`config.mk`:
```
export PLATFORM = sky130hd
export DESIGN_NAME = skvg_regs
export DESIGN_NICKNAME = d
export VERILOG_FILES = /design/src/rtl/skvg_pkg.sv /design/src/rtl/skvg_regs.sv
export SDC_FILE = /design/constraint.sdc
export NUM_CORES = 1
export LEC_CHECK = 0
export ABC_CLOCK_PERIOD_IN_PS = 1070
export BUFFER_PORTS_ARGS = -buffer_cell sky130_fd_sc_hd__buf_2
export CAP_MARGIN = 40
export CORE_MARGIN = 1.5
export CORE_UTILIZATION = 44
export DETAILED_ROUTE_END_ITERATION = 16
export PLACE_DENSITY = 0.76
export SLEW_MARGIN = 40
export SYNTH_ARGS = -nofsm -noshare
export SYNTH_HDL_FRONTEND = slang
export SYNTH_SLANG_ARGS = --single-unit
```
`constraint.sdc`:
```
create_clock -name i_clk -period 1.07 [get_ports i_clk]
set_clock_uncertainty 0.1 [all_clocks]
set_input_delay 0 -clock i_clk [delete_from_list [all_inputs] [get_ports i_clk]]
set_output_delay 0 -clock i_clk [all_outputs]
set_load 0.03 [all_outputs]
```
`src/rtl/skvg_pkg.sv`:
```
package skvg_pkg;

    localparam logic [31:0] POS_MAX = 32'h7FFF_FFFF;
    localparam logic [31:0] NEG_MAG = 32'h8000_0000;

    localparam logic [31:0] RADIUS_RST = 32'd65536;
    localparam logic [31:0] RECIP_RST  = 32'd65536;
    localparam logic [31:0] NORM_RST   = 32'd166886;

    // register word index (byte address / 4)
    typedef enum logic [1:0] {
        REG_RADIUS = 2'd0,
        REG_RECIP  = 2'd1,
        REG_NORM   = 2'd2
    } t_reg_idx;

    typedef struct packed {
        logic [31:0] radius;
        logic [31:0] recip;
        logic [31:0] norm;
    } t_cfg;

    // side information that rides along the divider
    typedef struct packed {
        logic [31:0] val;
        logic        vsat;
        logic        gzero;
        logic        ovf;
    } t_side;

endpackage

```
`src/rtl/skvg_regs.sv`:
```
module skvg_regs (
    input  logic              i_clk,
    input  logic              i_rst_n,
    input  logic              psel,
    input  logic              penable,
    input  logic              pwrite,
    input  logic [3:0]        paddr,
    input  logic [31:0]       pwdata,
    output logic [31:0]       prdata,
    output logic              pready,
    output skvg_pkg::t_cfg    o_cfg
);
    import skvg_pkg::*;

    t_cfg     r_cfg;
    t_reg_idx w_idx;
    logic     w_wr;

    assign w_idx  = t_reg_idx'(paddr[3:2]);
    assign w_wr   = psel && penable && pwrite;
    assign pready = 1'b1;
    assign o_cfg  = r_cfg;

    always_ff @(posedge i_clk) begin
        if (!i_rst_n) begin
            r_cfg.radius <= RADIUS_RST;
            r_cfg.recip  <= RECIP_RST;
            r_cfg.norm   <= NORM_RST;
        end else if (w_wr) begin
            case (w_idx)
                REG_RADIUS: r_cfg.radius <= pwdata;
                REG_RECIP:  r_cfg.recip  <= pwdata;
                REG_NORM:   r_cfg.norm   <= pwdata;
                default: ;
            endcase
        end
    end

    always_comb begin
        case (w_idx)
            REG_RADIUS: prdata = r_cfg.radius;
            REG_RECIP:  prdata = r_cfg.recip;
            REG_NORM:   prdata = r_cfg.norm;
            default:    prdata = 32'd0;
        endcase
    end

endmodule

```
==> flow_summary_export.csv <==
group,metric,value,unit
run_status,violations,"negative hold slack, negative setup slack",
global_route,antenna_found_initial,0,
critical_path,worstSetupPathType,"flop to primary output",
synthesis,syn_avg_cell_area,9.08,µm²
routing,via_per_inst,5.23,
floorplanning,num_io_pins,170,
floorplanning,initial_core_util,45.8,%
sta,max_freq,811,MHz
place,io_buffer_count,166,
min_path,worstHoldStart,"i_rst_n",
routing,wl_met2,8140,µm
cts,root_buffer,"clkbuf_8",
sta,period_share,115,%
layout,insertedDiodeCount,0,
floorplanning,dieArea,10400,µm²
cts,cts_buffers,9,
cts,cts.clk_slew.worst_paths,90,ps
routing,vias,4444,
power_and_ir_drop,swShare,26.5,%
layout,layout-drive-gt1-share,51.8,%
synthesis,syn_inst,473,
sta,finalSetupTns,-4190,ps
global_route,grt_pass1_wl,22000,µm
routing,first_iter_violations,218,
floorplanning,die_w,102,µm
sta,maxSlewViolCount,0,
synthesis,synth_top_area_cell,"dfxtp_1",
global_route,track_usage,27.4,%
routing,highest_layer,"met4",
cts,cts_tree,"built",
place,dp_hpwl,8180,µm
sta,setup_viol,33,
global_route,grt_max_degree,56,
min_path,hold-path-endpoint,"o_cfg[11]$_SDFFE_PN1P_",
power_and_ir_drop,p_comb_share,15.6,%
sta,rsz0062_at_grt,"true",
sta,layout_setup_ws,-164,ps
routing,drt.antenna.violating_nets,0,
run,max_cap_violations,0,
layout,areaGrowthSynthToFinish,69.1,%
routing,routed-wl-met3,943,µm
routing,detail_route.wirelength,15200,µm
power_and_ir_drop,ir_worst_vdd,962,µV
synthesis,yosysSeqAreaShare,44.7,%
critical_path,r2r-end,"o_cfg[43]$_SDFFE_PN0P_",
synthesis,syn-num-nets,514,
synthesis,ys.flop_type,"dfxtp_1",
cts,cts.path.max_buffers,2,
routing,wl_met1,5830,µm
sta,timing.hold.ws,-7.94,ps
cts,clk-insertion-delay-late,350,ps
synthesis,yosys-top-cells-area,"dfxtp_1 45%, mux2i_1 27%, nand2_1 13%, o21ai_0 3.7%, clkbuf_1 1.7%",
critical_path,crit_fanout,2,
routing,routedWlPerCell,17.8,µm
synthesis,synth_edf_count,0,
layout,final_util,77.5,%
floorplanning,core.rowCount,35,
power_and_ir_drop,leakage,3.34,nW
power_and_ir_drop,switchingPower,1.89,mW
min_path,hold_path_class,"primary input to flop",
critical_path,rrSetupSlack,150,ps
sta,period_minus_slack,1230,ps
cts,ctsHtreeMaxLevel,3,
min_path,hold_depth,3,
layout,layout.nets,757,
routing,drc,0,
critical_path,ff2ff_path_depth,4,
global_route,grt_remaining_overflow,0,
power_and_ir_drop,total_power,7.13,mW
sta,finalHoldViolations,2,
synthesis,synthesis.area,4300,µm²
synthesis,ys_types,19,
routing,dr.pass1.iters,5,
synthesis,synthTopCellsByCount,"148 x nand2_1, 118 x mux2i_1, 96 x dfxtp_1, 32 x o21ai_0, 20 x clkbuf_1",
floorplanning,core_area,9370,µm²
synthesis,yosys.area.top_type_share,44.7,%
synthesis,ys_ff_latch,96,
power_and_ir_drop,power_frac_clock,33.0,%
critical_path,r2r_start,"o_cfg[43]$_SDFFE_PN0P_",
synthesis,synth.most_common_cell,"nand2_1",
critical_path,worstSetupEndpointType,"primary output",
run_status,status,"finished, violations left",
power_and_ir_drop,sequentialPowerShare,51.3,%
critical_path,crit_path_start_kind,"flop",
layout,largest_reg_flops,96,
floorplanning,die_y,102,µm
place,pre_cts_ws,-247,ps
synthesis,ys_warn_count,0,
cts,cts_sinks,96,
synthesis,synthArstFlopShare,0,%
power_and_ir_drop,powerDensity,981,nW/µm²
global_route,grt_pass1_vias,4385,
power_and_ir_drop,intPower,5.24,mW
place,gp_congestion,0.835,
critical_path,worstPathRequired,970,ps
critical_path,arrival,1130,ps
[layout by cell type, fill, tap and decap left out]
cell type and instances:
o21ai_2 32, clkbuf_4 13, mux2i_2 12, inv_1 10, dfxtp_4 4, clkbuf_8 10
nor2b_4 1, clkinvlp_4 1, nor2b_2 1, buf_4 25, conb_1 1, buf_6 126
mux2i_1 103, mux2i_4 3, clkbuf_1 2, nand3b_1 1, clkinv_2 1, nor3b_2 1
and3_1 1, nand3_1 10, dfxtp_2 69, nand2_1 148, buf_12 9, dlygate4sd3_1 36
dfxtp_1 23, and2_2 1, bufinv_16 1, nor2b_1 2, buf_2 63, o211ai_1 10
[power by group through the flow]
stage               clock, mW  sequential (mW)  combinational, mW
floorplan                   0             3.83              0.448
global placement            0             3.74              0.806
detailed placement          0             3.74              0.821
CTS                      2.36             3.66               1.05
global route             2.54             3.67               1.18
finish                   2.36             3.66               1.11
[critical path, stage by stage, from the launching register on]
cell,delay [ps]
dfxtp_2,350
mux2i_2,200
o21ai_2,90
buf_6,140
[stage by stage]
stage          cells  area [µm²]
2_1_floorplan    473        4420
3_3_place_gp     745        5410
3_5_place_dp     745        5410
4_1_cts          844        6890
5_1_grt          849        7270
6_report         849        7270
[routing by layer]
metal / track usage, % / vias up
met2: 50.3 / 211
met5: 0 / -
met1: 31.4 / 2142
li1: - / 2064
met3: 5.95 / 27
met4: 9.80 / 0
[worst max-delay path by stage]
stage | from | to | slack, ps | depth (start not counted)
2_1_floorplan | paddr[2] | o_cfg[11]$_SDFFE_PN1P_ | 3 | 7
3_3_place_gp | pwrite | o_cfg[82]$_SDFFE_PN0P_ | -160 | 5
6_report | o_cfg[61]$_SDFFE_PN0P_ | prdata[29] | -160 | 3
4_1_cts | o_cfg[61]$_SDFFE_PN0P_ | prdata[29] | -140 | 3
3_5_place_dp | pwrite | o_cfg[70]$_SDFFE_PN0P_ | -250 | 5
5_1_grt | o_cfg[49]$_SDFFE_PN0P_ | prdata[17] | -230 | 3
[kinds of logic (layout without fill, tap and decap cells)]
kind of cell | after synthesis | after routing | share of synthesized area, %
mux | 118 | 118 | 27.5
flops | 96 | 96 | 44.7
simple gates | 166 | 166 | 15.5
other cells | 1 | 1 | 0.0873
buf+inv | 50 | 297 | 6.73
compound gates | 42 | 42 | 5.47
[area by class of cell]
class | count | area (µm²)
inverters | 10 | 37.5
clock inverters | 3 | 42.5
repair buffers | 272 | 2560
well taps | 129 | 161
fillers | 602 | 2100
multi-input cells | 327 | 2300
clock buffers | 12 | 145
flip-flops and latches | 96 | 2020
[repair_timing]
action,in CTS,in global routing
hold endpoints to repair,96,3
hold buffers,36,1
gates resized for setup,221,113
setup endpoints to repair,34,102
setup buffers,48,9
pin swaps,13,7
Note: power is estimated with default switching activity, not from simulation.
